<file path="src/rtl/core/psfw_pkg.sv">
// package for the peer silence freeze watchdog
// holds sizes, register codes, reset values and item structs; no dependencies
package psfw_pkg;

  localparam int PEER_SLOTS = 10;
  localparam int IDX_W      = (PEER_SLOTS > 1) ? $clog2(PEER_SLOTS) : 1;
  localparam int SLOT_W     = 4;
  localparam int CNT_W      = 4;
  localparam int IN_DATA_W  = 136;
  localparam int OUT_DATA_W = 40;

  localparam logic [CNT_W-1:0] CNT_MAX      = 4'd15;
  localparam logic [15:0]      THR_RESET    = 16'd3000;
  localparam logic [15:0]      LEAK_RESET   = 16'd500;

  typedef enum logic [0:0] {
    REG_FREEZE_THRESHOLD = 1'b0,
    REG_LEAK_INTERVAL    = 1'b1
  } cfg_reg_t;

  typedef enum logic [0:0] {
    OP_OBSERVE = 1'b0,
    OP_LEAK    = 1'b1
  } op_t;

  // tdata payload, first field in the highest bits
  typedef struct packed {
    logic              game_paused;
    logic              session_active;
    logic [31:0]       msg_stamp;
    logic              is_remote_human;
    logic [31:0]       local_id;
    logic [31:0]       peer_id;
    logic              peer_active;
    logic [SLOT_W-1:0] slot;
    logic [31:0]       now_ms;
  } obs_data_t;

  typedef struct packed {
    op_t       op;
    logic      frame_last;
    obs_data_t data;
  } in_item_t;

  typedef struct packed {
    logic [2:0]  pad;
    logic [31:0] frozen_duration_ms;
    logic        resumed_event;
    logic        froze_event;
    logic        delta_value;
    logic        delta_override;
    logic        frozen;
  } res_t;

  typedef struct packed {
    logic             clear;
    logic             we;
    logic [IDX_W-1:0] idx;
    logic [31:0]      stamp;
    logic [31:0]      rx_ms;
  } store_wr_t;

endpackage

</file>
<file path="src/rtl/core/peer_silence_freeze_watchdog_unit.sv">
// peer silence freeze watchdog, top level
// path from input request to result: input register, then result register
// throughput: one request per cycle while the result channel is not stalled; state is updated in the single pass stage
// reset (rst_n, synchronous): peer store and freeze state cleared, registers at defaults
// depends on psfw_pkg and psfw_peer_store
module peer_silence_freeze_watchdog_unit (
  input  logic                           clk,
  input  logic                           rst_n,
  // input channel
  input  logic                           in_tvalid,
  output logic                           in_tready,
  // tdata: now_ms, slot, peer_active, peer_id, local_id, is_remote_human,
  //        msg_stamp, session_active, game_paused
  input  logic [psfw_pkg::IN_DATA_W-1:0] in_tdata,
  // tuser: op
  input  logic                           in_tuser,
  input  logic                           in_tlast,
  // result channel
  output logic                           out_tvalid,
  input  logic                           out_tready,
  // tdata: frozen, delta_override, delta_value, froze_event, resumed_event,
  //        frozen_duration_ms, zero fill
  output logic [psfw_pkg::OUT_DATA_W-1:0] out_tdata,
  // configuration
  input  logic                           cfg_valid,
  output logic                           cfg_ready,
  input  logic [0:0]                     cfg_index,
  input  logic [15:0]                    cfg_data
);
  import psfw_pkg::*;

  in_item_t         in_r, in_nxt;
  logic             in_vld_r, in_vld_nxt;
  res_t             out_r, out_nxt;
  logic             out_vld_r, out_vld_nxt;
  logic [15:0]      thr_r, thr_nxt;
  logic [15:0]      leak_r, leak_nxt;
  logic             freeze_r, freeze_nxt;
  logic [31:0]      since_r, since_nxt;
  logic [31:0]      last_leak_r, last_leak_nxt;
  logic [31:0]      newest_r, newest_nxt;
  logic [CNT_W-1:0] count_r, count_nxt;
  logic             skipped_r, skipped_nxt;

  logic             adv, fire;
  store_wr_t        st_wr;
  logic [31:0]      rd_stamp, rd_rx;
  logic             skip_now, slot_ok, eligible, upd;
  logic [31:0]      rx_new, newest_cur, silence, leak_gap;
  logic [CNT_W-1:0] count_cur;
  obs_data_t        d;

  assign adv       = !out_vld_r || out_tready;
  assign fire      = in_vld_r && adv;
  assign in_tready = !in_vld_r || adv;
  assign cfg_ready = 1'b1;
  assign out_tvalid = out_vld_r;
  assign out_tdata  = out_r;

  // input register
  always_comb begin
    in_nxt     = in_r;
    in_vld_nxt = in_vld_r;
    if (in_tvalid && in_tready) begin
      in_nxt.op         = op_t'(in_tuser);
      in_nxt.frame_last = in_tlast;
      in_nxt.data       = obs_data_t'(in_tdata);
      in_vld_nxt        = 1'b1;
    end else if (adv) begin
      in_vld_nxt = 1'b0;
    end
  end

  // configuration
  always_comb begin
    thr_nxt  = thr_r;
    leak_nxt = leak_r;
    if (cfg_valid) begin
      case (cfg_reg_t'(cfg_index))
        REG_FREEZE_THRESHOLD: thr_nxt  = cfg_data;
        REG_LEAK_INTERVAL:    leak_nxt = cfg_data;
        default: ;
      endcase
    end
  end

  assign d = in_r.data;

  psfw_peer_store u_store (
    .clk      (clk),
    .rst_n    (rst_n),
    .wr       (st_wr),
    .rd_idx   (d.slot[IDX_W-1:0]),
    .rd_stamp (rd_stamp),
    .rd_rx_ms (rd_rx)
  );

  // single pass over one request
  always_comb begin
    skip_now   = skipped_r || !d.session_active || (d.game_paused && !freeze_r);
    slot_ok    = ({1'b0, d.slot} < (SLOT_W + 1)'(PEER_SLOTS));
    eligible   = !skip_now && d.peer_active && (d.peer_id != '0) &&
                 (d.peer_id != d.local_id) && d.is_remote_human && slot_ok;
    upd        = eligible && ((rd_rx == '0) || (rd_stamp != d.msg_stamp));
    rx_new     = upd ? d.now_ms : rd_rx;
    count_cur  = (eligible && (count_r < CNT_MAX)) ? count_r + 1'b1 : count_r;
    newest_cur = (eligible && (rx_new > newest_r)) ? rx_new : newest_r;
    silence    = d.now_ms - newest_cur;
    leak_gap   = d.now_ms - last_leak_r;

    st_wr.clear = fire && (in_r.op == OP_OBSERVE) &&
                  (!d.session_active || (d.game_paused && !freeze_r));
    st_wr.we    = fire && (in_r.op == OP_OBSERVE) && upd;
    st_wr.idx   = d.slot[IDX_W-1:0];
    st_wr.stamp = d.msg_stamp;
    st_wr.rx_ms = d.now_ms;

    freeze_nxt    = freeze_r;
    since_nxt     = since_r;
    last_leak_nxt = last_leak_r;
    newest_nxt    = newest_r;
    count_nxt     = count_r;
    skipped_nxt   = skipped_r;
    out_nxt       = '0;

    if (in_r.op == OP_LEAK) begin
      if (freeze_r) begin
        out_nxt.delta_override = 1'b1;
        if (leak_gap >= {16'd0, leak_r}) begin
          last_leak_nxt       = d.now_ms;
          out_nxt.delta_value = 1'b1;
        end
      end
    end else begin
      if (!d.session_active) begin
        freeze_nxt = 1'b0;
      end
      if (in_r.frame_last) begin
        if (!skip_now) begin
          if (count_cur == '0) begin
            freeze_nxt = 1'b0;
          end else if (!freeze_r && (silence >= {16'd0, thr_r})) begin
            freeze_nxt          = 1'b1;
            since_nxt           = d.now_ms;
            last_leak_nxt       = '0;
            out_nxt.froze_event = 1'b1;
          end else if (freeze_r && (silence < {16'd0, thr_r})) begin
            out_nxt.frozen_duration_ms = d.now_ms - since_r;
            freeze_nxt            = 1'b0;
            since_nxt             = '0;
            out_nxt.resumed_event = 1'b1;
          end
        end
        newest_nxt  = '0;
        count_nxt   = '0;
        skipped_nxt = 1'b0;
      end else begin
        newest_nxt  = newest_cur;
        count_nxt   = count_cur;
        skipped_nxt = skip_now;
      end
    end
    out_nxt.frozen = freeze_nxt;
  end

  always_comb begin
    out_vld_nxt = out_vld_r;
    if (fire) begin
      out_vld_nxt = 1'b1;
    end else if (out_tready) begin
      out_vld_nxt = 1'b0;
    end
  end

  always_ff @(posedge clk) begin
    if (!rst_n) begin
      in_vld_r    <= 1'b0;
      out_vld_r   <= 1'b0;
      thr_r       <= THR_RESET;
      leak_r      <= LEAK_RESET;
      freeze_r    <= 1'b0;
      since_r     <= '0;
      last_leak_r <= '0;
      newest_r    <= '0;
      count_r     <= '0;
      skipped_r   <= 1'b0;
    end else begin
      in_vld_r  <= in_vld_nxt;
      out_vld_r <= out_vld_nxt;
      thr_r     <= thr_nxt;
      leak_r    <= leak_nxt;
      if (fire) begin
        freeze_r    <= freeze_nxt;
        since_r     <= since_nxt;
        last_leak_r <= last_leak_nxt;
        newest_r    <= newest_nxt;
        count_r     <= count_nxt;
        skipped_r   <= skipped_nxt;
      end
    end
  end

  always_ff @(posedge clk) begin
    in_r <= in_nxt;
    if (fire) begin
      out_r <= out_nxt;
    end
  end

  a_events_exclusive: assert property (@(posedge clk) disable iff (!rst_n)
    out_vld_r |-> !(out_r.froze_event && out_r.resumed_event))
    else $error("freeze and resume on one result");

  a_leak_needs_override: assert property (@(posedge clk) disable iff (!rst_n)
    (out_vld_r && out_r.delta_value) |-> out_r.delta_override)
    else $error("delta value without override");

  a_event_matches_flag: assert property (@(posedge clk) disable iff (!rst_n)
    out_vld_r |-> ((!out_r.froze_event || out_r.frozen) &&
                   (!out_r.resumed_event || !out_r.frozen)))
    else $error("event disagrees with frozen flag");

  a_rise_has_event: assert property (@(posedge clk) disable iff (!rst_n)
    $rose(freeze_r) |-> (out_vld_r && out_r.froze_event))
    else $error("freeze began without event");

  a_duration_only_on_resume: assert property (@(posedge clk) disable iff (!rst_n)
    (out_vld_r && !out_r.resumed_event) |-> (out_r.frozen_duration_ms == '0))
    else $error("duration without resume");

endmodule

</file>
<file path="src/rtl/core/psfw_peer_store.sv">
// per-slot store of last message stamp and last receive time
// depends on psfw_pkg; valid bits make a cleared or unwritten slot read zero
module psfw_peer_store (
  input  logic                     clk,
  input  logic                     rst_n,
  input  psfw_pkg::store_wr_t      wr,
  input  logic [psfw_pkg::IDX_W-1:0] rd_idx,
  output logic [31:0]              rd_stamp,
  output logic [31:0]              rd_rx_ms
);
  import psfw_pkg::*;

  logic [PEER_SLOTS-1:0] vld_r;
  logic [PEER_SLOTS-1:0] vld_nxt;
  logic [31:0]           stamp_r [PEER_SLOTS];
  logic [31:0]           rx_r    [PEER_SLOTS];
  logic                  rd_ok;

  always_comb begin
    vld_nxt = vld_r;
    if (wr.clear) begin
      vld_nxt = '0;
    end
    if (wr.we) begin
      vld_nxt[wr.idx] = 1'b1;
    end
  end

  always_ff @(posedge clk) begin
    if (!rst_n) begin
      vld_r <= '0;
    end else begin
      vld_r <= vld_nxt;
    end
  end

  always_ff @(posedge clk) begin
    if (wr.we) begin
      stamp_r[wr.idx] <= wr.stamp;
      rx_r[wr.idx]    <= wr.rx_ms;
    end
  end

  assign rd_ok    = ({1'b0, rd_idx} < (IDX_W + 1)'(PEER_SLOTS)) && vld_r[rd_idx];
  assign rd_stamp = rd_ok ? stamp_r[rd_idx] : '0;
  assign rd_rx_ms = rd_ok ? rx_r[rd_idx] : '0;

endmodule

</file>
<file path="config.mk">
export PLATFORM = sky130hd
export DESIGN_NAME = peer_silence_freeze_watchdog_unit
export DESIGN_NICKNAME = d
export VERILOG_FILES = /design/src/rtl/core/psfw_pkg.sv /design/src/rtl/core/peer_silence_freeze_watchdog_unit.sv /design/src/rtl/core/psfw_peer_store.sv
export SDC_FILE = /design/constraint.sdc
export NUM_CORES = 1
export LEC_CHECK = 0
export ABC_AREA = 1
export ABC_CLOCK_PERIOD_IN_PS = 24000
export BUFFER_PORTS_ARGS = -buffer_cell sky130_fd_sc_hd__buf_4
export CORE_AREA = 2 2 430 432
export CTS_BUF_LIST = sky130_fd_sc_hd__clkbuf_8 sky130_fd_sc_hd__clkbuf_16
export DETAILED_ROUTE_END_ITERATION = 10
export DIE_AREA = 0 0 432 434
export GPL_ROUTABILITY_DRIVEN = 0
export SYNTH_ARGS = -nofsm -noshare
export SYNTH_HDL_FRONTEND = slang
export SYNTH_SLANG_ARGS = --single-unit
export TNS_END_PERCENT = 30
</file>
<file path="constraint.sdc">
create_clock -name clk -period 24 [get_ports clk]
set_clock_uncertainty 0.1 [all_clocks]
set_input_delay 3.6 -clock clk [delete_from_list [all_inputs] [get_ports clk]]
set_output_delay 3.6 -clock clk [all_outputs]
set_load 0.1 [all_outputs]
</file>
* Word-level counts from Yosys, hierarchy flattened *
Memories as Yosys holds them, arrays and structs flattened. A register that Yosys moved wholly into a read port is not among the register bits.
Index checks and enable logic that the tools add are counted.

cells by class
  add/subtract/negate cells = 4
  magnitude comparators = 8
  eq/ne operators = 6
  multiplexer cells = 42
  bitwise gates (word level) = 7
  reduce and logical (&&, ||, !) cells = 46

operators by type and width
  operator              number
  $mux W32              14
  $sub A32 B32 Y32      3
  $ge A32 B16 Y1        2
  $ne A32 B32 Y1        2
  $gt A32 B32 Y1        1
  $logic_not A32 Y1     1
  $lt A32 B16 Y1        1
  $reduce_bool A32 Y1   1
  $mux W1               20
  $mux W10              2
  $logic_and A1 B1 Y1   18
  $mux W4               4
  $or A10 B10 Y10       1
  $reduce_bool A2 Y1    5
  $lt A4 B4 Y1 const B  2
  $reduce_and A2 Y1     4
  $reduce_and A7 Y1     1
  $logic_or A1 B1 Y1    6
  $not A1 Y1            6
  $reduce_and A6 Y1     1
  $reduce_or A6 Y1      1
  $logic_not A1 Y1      5
  $lt A4 B5 Y1 const B  1
  $reduce_or A5 Y1      1
  8 further kinds       10

storage, ports and cells
  bits in registers = 321
  bits in writable memories = 640
  input port bits = 160
  output and inout port bits = 43
  memories = 2

memories
  name             words  bits a word  read ports  clocked after memory_dff  write ports  line                   RTL
  u_store.rx_r     10     32           1           1                         1            psfw_peer_store.sv:16  logic [31:0] rx_r [PEER_SLOTS];
  u_store.stamp_r  10     32           1           1                         1            psfw_peer_store.sv:15  logic [31:0] stamp_r [PEER_SLOTS];

* Depth between registers and ports, before layout *
Gate-level depths: netlist of the first run.

  depth after elaboration = 23
  gate-level depth with buffers = 69

* Hierarchy *
Synthesis of the first run repeated with hierarchy kept, for this count alone.

second synthesis, totals
  cells, all modules = 4926
  area total of the unflattened synthesis = 46656.0 um2

by module, submodules not included
  module                             instances  cells an instance  area an instance (um2)  seq. area each (um2)
  psfw_peer_store                    1          2279               26361.5                 19418.6
  peer_silence_freeze_watchdog_unit  1          2647               20294.5                 7977.7

* Least setup slack after synthesis of the first run *
No wires, ideal clock.

  path kind = in2reg
  from = input port out_tready
  to = register in_r (netlist bit d[0]), enable pin
  library setup time = 1.325 ns
  arrival time = 7.392 ns
  required time = 22.575 ns
  setup slack = 15.183 ns
  stages on the path = 4
  cells stage by stage = inv_1 > nand3_1 > nand2_1 > clkinv_1

between the ends
  longest elaborated chain between the ends = 3

ends and longest elaborated chain
  what                  line                                      RTL
  from (decl)           peer_silence_freeze_watchdog_unit.sv:20   input logic out_tready,
  $logic_or A1 B1 Y1    peer_silence_freeze_watchdog_unit.sv:53   assign adv = !out_vld_r || out_tready;
  $logic_or A1 B1 Y1    peer_silence_freeze_watchdog_unit.sv:55   assign in_tready = !in_vld_r || adv;
  via in_tready         peer_silence_freeze_watchdog_unit.sv:11   output logic in_tready,
  $logic_and A1 B1 Y1   peer_silence_freeze_watchdog_unit.sv:64   if (in_tvalid && in_tready) begin
  to (signal assigned)  peer_silence_freeze_watchdog_unit.sv:204  in_r <= in_nxt;
  to (decl)             peer_silence_freeze_watchdog_unit.sv:32   in_item_t in_r, in_nxt;

The timed path passes the listed nets, and every way through them passes these cells.
A chain may end at the register's enable or synchronous reset.

==> results of run 1 <==
how the worst max path moves through the flow:
stage / startpoint / slack (ps) / endpoint
floorplan: out_tready / 15180 / d[0]
global placement: register / 12150 / since_r[19]
detailed placement: register / 11820 / since_r[25]
CTS: register / 11780 / since_r[25]
global route: register / 10450 / since_r[25]
finish: register / 11720 / since_r[25]
layer usage:
layer | GRT usage, % | wire length [um]
met5 | 0 | 27
met4 | 4.71 | 4350
met3 | 2.27 | 8270
met2 | 23.7 | 65000
met1 | 17.9 | 56300
cell type report:
cell class / count / area share, %
Tap cell: 2385 / 5.65
Clock buffer: 114 / 5.25
Antenna cell: 1 / 0.00474
Clock inverter: 73 / 0.889
Timing Repair Buffer: 266 / 3.78
Inverter: 367 / 2.65
Sequential cell: 965 / 52.1
Multi-Input combinational cell: 3090 / 29.7
per-stage QoR:
stage | total power, uW | instance area, um^2
after floorplan | 2170 | 45500
after global placement | 2290 | 49500
after detailed placement | 2300 | 49500
after CTS | 3830 | 52800
after global routing | 3940 | 52800
final | 3800 | 52800
state kept, by name (all words and copies together) (netlist names), named ones only:
name,flops
since_r,32
u_store.stamp_r,320
in_r,2
last_leak_r,32
newest_r,32
u_store.rx_r,320
u_store.vld_r,10
count_r,4
leak_r,16
out_tdata,37
thr_r,16
skipped_r,1
in_vld_r,1
freeze_r,1
d,136
out_tvalid,1
worst reg2reg max path: cells and delay by family, from the launching register on:
| family | cells | cell delay, ps |
|---|---|---|
| compound gates | 11 | 1970 |
| xor+xnor | 1 | 150 |
| fa+ha+maj | 4 | 1250 |
| buf+inv | 6 | 2560 |
| flops | 1 | 450 |
| simple gates | 30 | 5650 |
power breakdown:
part / switching, uW / leakage [uW] / internal [uW] / total [uW]
clock: 673 / 0.00169 / 859 / 1530
combinational: 274 / 0.00999 / 125 / 399
sequential: 23.4 / 0.00866 / 1840 / 1860
cell usage in the layout (no fill, tap or decap), types with 66 or more instances in the layout:
cell and n:
a21oi_1 256, buf_4 266, clkbuf_16 107, dfxtp_1 146, edfxtp_1 815, ha_1 158, inv_1 380, nand2_1 1240
nand3_1 660, nand4_1 66, nor2_1 257, o21ai_0 134
kinds of logic (layout without fill, tap and decap cells):
| family | count (synthesis) | in the layout |
|---|---|---|
| AOI/OAI and AO/OA | 491 | 491 |
| xor gates and xnor gates | 85 | 85 |
| adders and majority gates | 161 | 161 |
| buffers and inverters | 576 | 820 |
| DFF | 965 | 965 |
| other | 2 | 5 |
| and+or+nand+nor | 2349 | 2349 |
==> impl_results.html, run 1 <==
<table>
<tr><th>Metric</th><th>Value</th></tr>
<tr><th colspan="2">Timing</th></tr>
<tr><td>Worst hold-check slack</td><td>365 ps</td></tr>
<tr><td>Setup repair after global routing missed its margin</td><td>false</td></tr>
<tr><td>Worst max-slew margin expressed relative to the limit</td><td>22.8%</td></tr>
<tr><td>Minimum clock period after layout</td><td>12,280 ps</td></tr>
<tr><td>Upper clock frequency limit</td><td>81.4 MHz</td></tr>
<tr><td>Final setup margin</td><td>11,720 ps</td></tr>
<tr><td>Hold Violations, Final</td><td>0</td></tr>
<tr><td>Post-route clock period utilization</td><td>51.2%</td></tr>
<tr><td>Slew at the pin with the worst max-slew slack</td><td>1160 ps</td></tr>
<tr><td>Setup violators final</td><td>0</td></tr>
<tr><td>Number of slew-limit violations in the final report</td><td>0</td></tr>
<tr><td>Accumulated negative setup slack</td><td>0 ps</td></tr>
<tr><th colspan="2">Setup path</th></tr>
<tr><td>Crit Reg-Reg Endpoint</td><td>since_r[25]</td></tr>
<tr><td>Cell with the largest stage delay on the worst path</td><td>buf_4</td></tr>
<tr><td>Worst Setup End Kind</td><td>register</td></tr>
<tr><td>Crit path launch type</td><td>register</td></tr>
<tr><td>Critical path depth in cells</td><td>52</td></tr>
<tr><td>Crit path largest cell delay</td><td>1030 ps</td></tr>
<tr><td>Worst R2R Path Depth</td><td>52</td></tr>
<tr><td>Reg2reg setup slack</td><td>11,720 ps</td></tr>
<tr><td>Worst path buffer plus inverter count</td><td>6</td></tr>
<tr><td>Critical path data required time</td><td>24,480 ps</td></tr>
<tr><td>Data arrival time of the worst path</td><td>12,760 ps</td></tr>
<tr><td>Critical setup path kind</td><td>register to register</td></tr>
<tr><td>Max Fanout on Critical Path</td><td>139</td></tr>
<tr><td>Kind of cell adding the most delay to the critical path</td><td>simple AND/OR/NAND/NOR gates</td></tr>
<tr><td>Cell repeated most along the worst path</td><td>nand3_1</td></tr>
<tr><th colspan="2">Placement</th></tr>
<tr><td>Placed wire-length estimate after detailed placement</td><td>83.8 mm</td></tr>
<tr><td>Number of buffer cells added on primary ports</td><td>198</td></tr>
<tr><td>Worst slack at placement</td><td>11,820 ps</td></tr>
<tr><td># placed instances</td><td>7,073</td></tr>
<tr><th colspan="2">Route</th></tr>
<tr><td>DRC violations left</td><td>0</td></tr>
<tr><td>Drt wl/cell</td><td>18.5 um</td></tr>
<tr><td>Antenna viol nets, final</td><td>0</td></tr>
<tr><td>Via density</td><td>4.65</td></tr>
<tr><td>Number of vias in the routed layout</td><td>33.8k</td></tr>
<tr><td>Final Routed Wirelength</td><td>134 mm</td></tr>
<tr><td>Number of iterations in the first detailed-routing pass</td><td>7</td></tr>
<tr><td>Initial drt markers</td><td>3,088</td></tr>
<tr><th colspan="2">Yosys</th></tr>
<tr><td>Synth Area in XOR/XNOR</td><td>1.64%</td></tr>
<tr><td>Post-synthesis register bit count</td><td>965</td></tr>
<tr><td>Async set-or-reset flop fraction in the synthesized netlist</td><td>0%</td></tr>
<tr><td>Mapped Avg Cell Area</td><td>9.83 um^2</td></tr>
<tr><td>Synth Instances</td><td>4,629</td></tr>
<tr><td>Fraction of post-synthesis cell area in the top cell type by area</td><td>53.8%</td></tr>
<tr><td>Largest family of logic cells by synthesized area</td><td>simple AND/OR/NAND/NOR gates</td></tr>
<tr><td>Cell Area, Synth</td><td>0.0455 mm^2</td></tr>
<tr><td>Most frequent cell after synthesis</td><td>nand2_1</td></tr>
<tr><td>Complex-gate fraction of the synthesized area</td><td>5.84%</td></tr>
<tr><td>Leading register cell type out of synthesis</td><td>edfxtp_1</td></tr>
<tr><td>Top cell type by total area after synthesis</td><td>edfxtp_1</td></tr>
<tr><td>Number of distinct library cells after synthesis</td><td>55</td></tr>
<tr><td>Number of synthesized flops with an enable pin</td><td>815</td></tr>
<tr><td>Proportion of synthesized area in mux cells</td><td>0%</td></tr>
<tr><td>Commonest cells in the synthesized netlist</td><td>1,241 x nand2_1, 815 x edfxtp_1, 660 x nand3_1, 359 x inv_1, 265 x nor2_1</td></tr>
<tr><td>Simple-gate area share of the yosys netlist</td><td>22.3%</td></tr>
<tr><td>Post-synthesis adder-cell area fraction</td><td>4.47%</td></tr>
<tr><td>Total number of yosys warnings</td><td>0</td></tr>
<tr><td>Leading post-synthesis cells by cell area</td><td>edfxtp_1 54%, nand2_1 10%, nand3_1 7.3%</td></tr>
<tr><td>Sequential area share after synthesis</td><td>60.4%</td></tr>
<tr><th colspan="2">GRT</th></tr>
<tr><td>Number of global-route vias before repair</td><td>32.0k</td></tr>
<tr><td>Combined global-route utilization of all metal layers</td><td>13.9%</td></tr>
<tr><td>Overflow left after global routing</td><td>0</td></tr>
<tr><td>Maximum number of pins on one net before global-route repair</td><td>140</td></tr>
<tr><td>Wire length of the first global-routing pass</td><td>199 mm</td></tr>
<tr><td>Initial antenna violation count</td><td>7</td></tr>
<tr><th colspan="2">Die</th></tr>
<tr><td>Initial core utilization</td><td>24.9%</td></tr>
<tr><td># rows</td><td>157</td></tr>
<tr><td>Total Die Area</td><td>0.187 mm^2</td></tr>
<tr><td>Die Span X</td><td>432 um</td></tr>
<tr><td>Core ar.</td><td>0.182 mm^2</td></tr>
<tr><td>I/O pin cnt</td><td>203</td></tr>
<tr><td>Die Y</td><td>434 um</td></tr>
<tr><th colspan="2">CTS</th></tr>
<tr><td>CTS tree</td><td>built</td></tr>
<tr><td>Root Buffer Master</td><td>clkbuf_16</td></tr>
<tr><td>Clock sink count</td><td>965</td></tr>
<tr><td>Maximum number of buffers from clock root to sink</td><td>3</td></tr>
<tr><td>Number of cells upsized or downsized after cts</td><td>0</td></tr>
<tr><td>TritonCTS Buffers</td><td>102</td></tr>
<tr><td>CTS Hold Buffers Added</td><td>0</td></tr>
<tr><td>Clock slew seen by the registers of the worst setup and hold paths</td><td>60 ps</td></tr>
<tr><td>H-tree depth reported by CTS</td><td>3</td></tr>
<tr><td>Clock latency of the later-clocked register in the worst-skew pair</td><td>710 ps</td></tr>
<tr><td>Setup fix buffers added after clock tree synthesis</td><td>0</td></tr>
<tr><th colspan="2">Finish</th></tr>
<tr><td>Layout Cells excl Fill</td><td>7,261</td></tr>
<tr><td>Net total in the final layout</td><td>5,113</td></tr>
<tr><td>Core occupancy in the finished layout</td><td>28.9%</td></tr>
<tr><td>Fraction of layout cells with a size suffix above 1</td><td>10.3%</td></tr>
<tr><td>Area of the multi-input gates</td><td>0.0157 mm^2</td></tr>
<tr><td>Filler Cells Inserted</td><td>18.8k</td></tr>
<tr><td>Area Overhead vs Synth</td><td>16.0%</td></tr>
<tr><td>Combined flip-flop and latch cell area</td><td>0.0275 mm^2</td></tr>
<tr><th colspan="2">Power and ir drop</th></tr>
<tr><td>Static leakage</td><td>0.0203 uW</td></tr>
<tr><td>Power Density</td><td>71.9 mW/mm^2</td></tr>
<tr><td>Worst vdd rail ir drop</td><td>52.4 uV</td></tr>
<tr><th colspan="2">Min path</th></tr>
<tr><td>Hold depth</td><td>2</td></tr>
<tr><td>Endpoint with the worst hold slack</td><td>leak_r[15]</td></tr>
<tr><td>Tightest Hold Check Type</td><td>register to register</td></tr>
<tr><td>Startpoint of the lowest-slack hold path</td><td>leak_r[15]</td></tr>
<tr><th colspan="2">Run</th></tr>
<tr><td>Max-Cap Viols</td><td>0</td></tr>
<tr><th colspan="2">Status</th></tr>
<tr><td>Result of the run</td><td>finished, final reports clean</td></tr>
</table>
Power figures use the tool's default switching activity.
==> run 2: changes to the inputs <==
--- a/config.mk
+++ b/config.mk
@@ -6,7 +6,7 @@
 export NUM_CORES = 1
 export LEC_CHECK = 0
 export ABC_AREA = 1
-export ABC_CLOCK_PERIOD_IN_PS = 24000
+export ABC_CLOCK_PERIOD_IN_PS = 11000
 export BUFFER_PORTS_ARGS = -buffer_cell sky130_fd_sc_hd__buf_4
 export CORE_AREA = 2 2 430 432
 export CTS_BUF_LIST = sky130_fd_sc_hd__clkbuf_8 sky130_fd_sc_hd__clkbuf_16
==> constraint.sdc (replaced) <==
create_clock -name clk -period 11 [get_ports clk]
set_clock_uncertainty 0.1 [all_clocks]
set_input_delay 1.65 -clock clk [delete_from_list [all_inputs] [get_ports clk]]
set_output_delay 1.65 -clock clk [all_outputs]
set_load 0.1 [all_outputs]
==> impl_results.html, run 2 (synthesis gave the netlist of run 1 again) <==
<table>
<tr><th>Metric</th><th>Value</th></tr>
<tr><th colspan="2">Status</th></tr>
<tr><td>Result of the run</td><td>finished, final reports clean (unchanged)</td></tr>
<tr><th colspan="2">Timing</th></tr>
<tr><td>Upper clock frequency limit</td><td>98.1 MHz (was 81.4 MHz)</td></tr>
<tr><td>Accumulated negative setup slack</td><td>0 ps (unchanged)</td></tr>
<tr><td>Post-route clock period utilization</td><td>92.7% (was 51.2%)</td></tr>
<tr><td>Hold Violations, Final</td><td>0 (unchanged)</td></tr>
<tr><td>Final setup margin</td><td>803 ps (was 11,720 ps)</td></tr>
<tr><td>Slew at the pin with the worst max-slew slack</td><td>1120 ps (was 1160 ps)</td></tr>
<tr><td>Number of slew-limit violations in the final report</td><td>0 (unchanged)</td></tr>
<tr><td>Worst hold-check slack</td><td>364 ps (was 365 ps)</td></tr>
<tr><td>Setup repair after global routing missed its margin</td><td>false (unchanged)</td></tr>
<tr><td>Worst max-slew margin expressed relative to the limit</td><td>25.0% (was 22.8%)</td></tr>
<tr><td>Minimum clock period after layout</td><td>10,200 ps (was 12,280 ps)</td></tr>
<tr><td>Setup violators final</td><td>0 (unchanged)</td></tr>
<tr><th colspan="2">Setup path</th></tr>
<tr><td>Cell repeated most along the worst path</td><td>nand3_1 (unchanged)</td></tr>
<tr><td>Data arrival time of the worst path</td><td>10,690 ps (was 12,760 ps)</td></tr>
<tr><td>Crit path launch type</td><td>register (unchanged)</td></tr>
<tr><td>Critical path data required time</td><td>11,500 ps (was 24,480 ps)</td></tr>
<tr><td>Critical setup path kind</td><td>register to register (unchanged)</td></tr>
<tr><td>Cell with the largest stage delay on the worst path</td><td>o21ai_0 (was buf_4)</td></tr>
<tr><td>Crit path largest cell delay</td><td>560 ps (was 1030 ps)</td></tr>
<tr><td>Max Fanout on Critical Path</td><td>86 (was 139)</td></tr>
<tr><td>Worst Setup End Kind</td><td>register (unchanged)</td></tr>
<tr><th colspan="2">Placement</th></tr>
<tr><td>Placed wire-length estimate after detailed placement</td><td>84.4 mm (was 83.8 mm)</td></tr>
<tr><td>Placement Cell Area</td><td>0.0498 mm^2 (was 0.0495 mm^2)</td></tr>
<tr><td>Worst slack at placement</td><td>209 ps (was 11,820 ps)</td></tr>
<tr><td>Number of buffer cells added on primary ports</td><td>198 (unchanged)</td></tr>
<tr><th colspan="2">Finish</th></tr>
<tr><td>Area Overhead vs Synth</td><td>17.1% (was 16.0%)</td></tr>
<tr><td>Most common cell after layout, fill and taps aside</td><td>nand2_1 (unchanged)</td></tr>
<tr><td>Combined flip-flop and latch cell area</td><td>0.0275 mm^2 (unchanged)</td></tr>
<tr><td>Filler Cells Inserted</td><td>18.7k (was 18.8k)</td></tr>
<tr><td>Area of the multi-input gates</td><td>0.0158 mm^2 (was 0.0157 mm^2)</td></tr>
<tr><td>Commonest non-fill, non-tap cells in the layout</td><td>1,237 x nand2_1, 815 x edfxtp_1, 660 x nand3_1 (was 1,240 x nand2_1, 815 x edfxtp_1, 660 x nand3_1)</td></tr>
<tr><td>Final Cell Area</td><td>0.0533 mm^2 (was 0.0528 mm^2)</td></tr>
<tr><td>Fraction of layout cells with a size suffix above 1</td><td>10.8% (was 10.3%)</td></tr>
<tr><td>Net total in the final layout</td><td>5,140 (was 5,113)</td></tr>
<tr><td>Diode count</td><td>0 (was 1)</td></tr>
<tr><th colspan="2">Run</th></tr>
<tr><td>Max-Cap Viols</td><td>0 (unchanged)</td></tr>
<tr><th colspan="2">Die</th></tr>
<tr><td>Die Y</td><td>434 um (unchanged)</td></tr>
<tr><td># rows</td><td>157 (unchanged)</td></tr>
<tr><td>Core ar.</td><td>0.182 mm^2 (unchanged)</td></tr>
<tr><td>Initial core utilization</td><td>24.9% (unchanged)</td></tr>
<tr><td>Die Span X</td><td>432 um (unchanged)</td></tr>
<tr><td>I/O pin cnt</td><td>203 (unchanged)</td></tr>
<tr><td>Total Die Area</td><td>0.187 mm^2 (unchanged)</td></tr>
<tr><th colspan="2">Power and ir drop</th></tr>
<tr><td>Power Density</td><td>157 mW/mm^2 (was 71.9 mW/mm^2)</td></tr>
<tr><td>Static leakage</td><td>0.0206 uW (was 0.0203 uW)</td></tr>
<tr><td>Worst vdd rail ir drop</td><td>114 uV (was 52.4 uV)</td></tr>
<tr><th colspan="2">GRT</th></tr>
<tr><td>Initial antenna violation count</td><td>2 (was 7)</td></tr>
<tr><td>Maximum number of pins on one net before global-route repair</td><td>107 (was 140)</td></tr>
<tr><td>Number of global-route vias before repair</td><td>32.0k (about the same)</td></tr>
<tr><td>Combined global-route utilization of all metal layers</td><td>13.9% (about the same)</td></tr>
<tr><td>Wire length of the first global-routing pass</td><td>200 mm (was 199 mm)</td></tr>
<tr><td>Overflow left after global routing</td><td>0 (unchanged)</td></tr>
<tr><th colspan="2">CTS</th></tr>
<tr><td>Clock slew seen by the registers of the worst setup and hold paths</td><td>60 ps (about the same)</td></tr>
<tr><td>H-tree depth reported by CTS</td><td>3 (unchanged)</td></tr>
<tr><td>Maximum number of buffers from clock root to sink</td><td>3 (unchanged)</td></tr>
<tr><td>CTS tree</td><td>built (unchanged)</td></tr>
<tr><td>Clock latency of the later-clocked register in the worst-skew pair</td><td>710 ps (about the same)</td></tr>
<tr><td>Clock sink count</td><td>965 (unchanged)</td></tr>
<tr><td>Root Buffer Master</td><td>clkbuf_16 (unchanged)</td></tr>
<tr><td>TritonCTS Buffers</td><td>105 (was 102)</td></tr>
<tr><th colspan="2">Route</th></tr>
<tr><td>DRC violations left</td><td>0 (unchanged)</td></tr>
<tr><td>Via density</td><td>4.66 (was 4.65)</td></tr>
<tr><td>Antenna viol nets, final</td><td>0 (unchanged)</td></tr>
<tr><td>Number of iterations in the first detailed-routing pass</td><td>6 (was 7)</td></tr>
<tr><td>Drt wl/cell</td><td>18.5 um (about the same)</td></tr>
<tr><td>Number of vias in the routed layout</td><td>34.0k (was 33.8k)</td></tr>
<tr><td>Final Routed Wirelength</td><td>135 mm (was 134 mm)</td></tr>
<tr><td>Initial drt markers</td><td>3,003 (was 3,088)</td></tr>
<tr><th colspan="2">Min path</th></tr>
<tr><td>Startpoint of the lowest-slack hold path</td><td>leak_r[13] (was leak_r[15])</td></tr>
<tr><td>Tightest Hold Check Type</td><td>register to register (unchanged)</td></tr>
</table>
[run 2: changes by cell type in the layout (fill, tap and decap cells not counted), sizes merged]
cell      delta
nand3        +3
clkbuf       -3
clkinv       -5
buf         +21
diode        -1
bufinv       +4
clkinvlp     +2
inv          +2
[run 2: final cells by class]
type | instances | area share, %
Timing Repair Buffer | 287 | 4.43
Clock buffer | 111 | 5.15
Sequential cell | 965 | 51.6
Inverter | 367 | 2.63
Multi-Input combinational cell | 3093 | 29.6
Tap cell | 2385 | 5.60
Clock inverter | 76 | 1.06
[run 2: where the power goes]
group	internal, uW	switching (uW)	total [uW]
sequential	4020	42.4	4060
combinational	285	626	911
clock	1950	1470	3420
[run 2: worst paths after layout]
check,end,slack (ps),cells after the start
min reg2reg,leak_r[13],360,2
min,leak_r[13],360,2
max reg2reg,since_r[11],800,54
max,since_r[11],800,54
[run 2: layer usage]
| metal | wire (um) | track usage, % | share of wire [%] |
|---|---|---|---|
| met5 | 13 | 0 | 0.0096 |
| met4 | 3290 | 3.73 | 2.4 |
| met3 | 7790 | 2.05 | 5.8 |
| met2 | 66100 | 23.9 | 49 |
| met1 | 57500 | 18.0 | 43 |
[run 2: repair_timing]
item                       CTS  global route
resized for setup            0            13
buffers inserted             0             4
setup endpoints to repair    0           100
hold buffers                 0             0
[run 2: through the flow]
step,instances,total power [uW],utilization (%)
after global placement,7090,5030,27.3
final,7284,8390,29.2
after CTS,7277,8460,29.1
after floorplan,4631,4730,-
after detailed placement,7090,5040,27.3
after global routing,7284,8700,29.2
[run 2: worst max-delay path: cells and delay by family (launching register included)]
family,cells,cell delay (ps)
DFF,1,390
xor gates and xnor gates,1,150
and+or+nand+nor,29,3550
buffers and inverters,8,1890
adders and majority gates,4,1240
AOI/OAI and AO/OA,12,2610
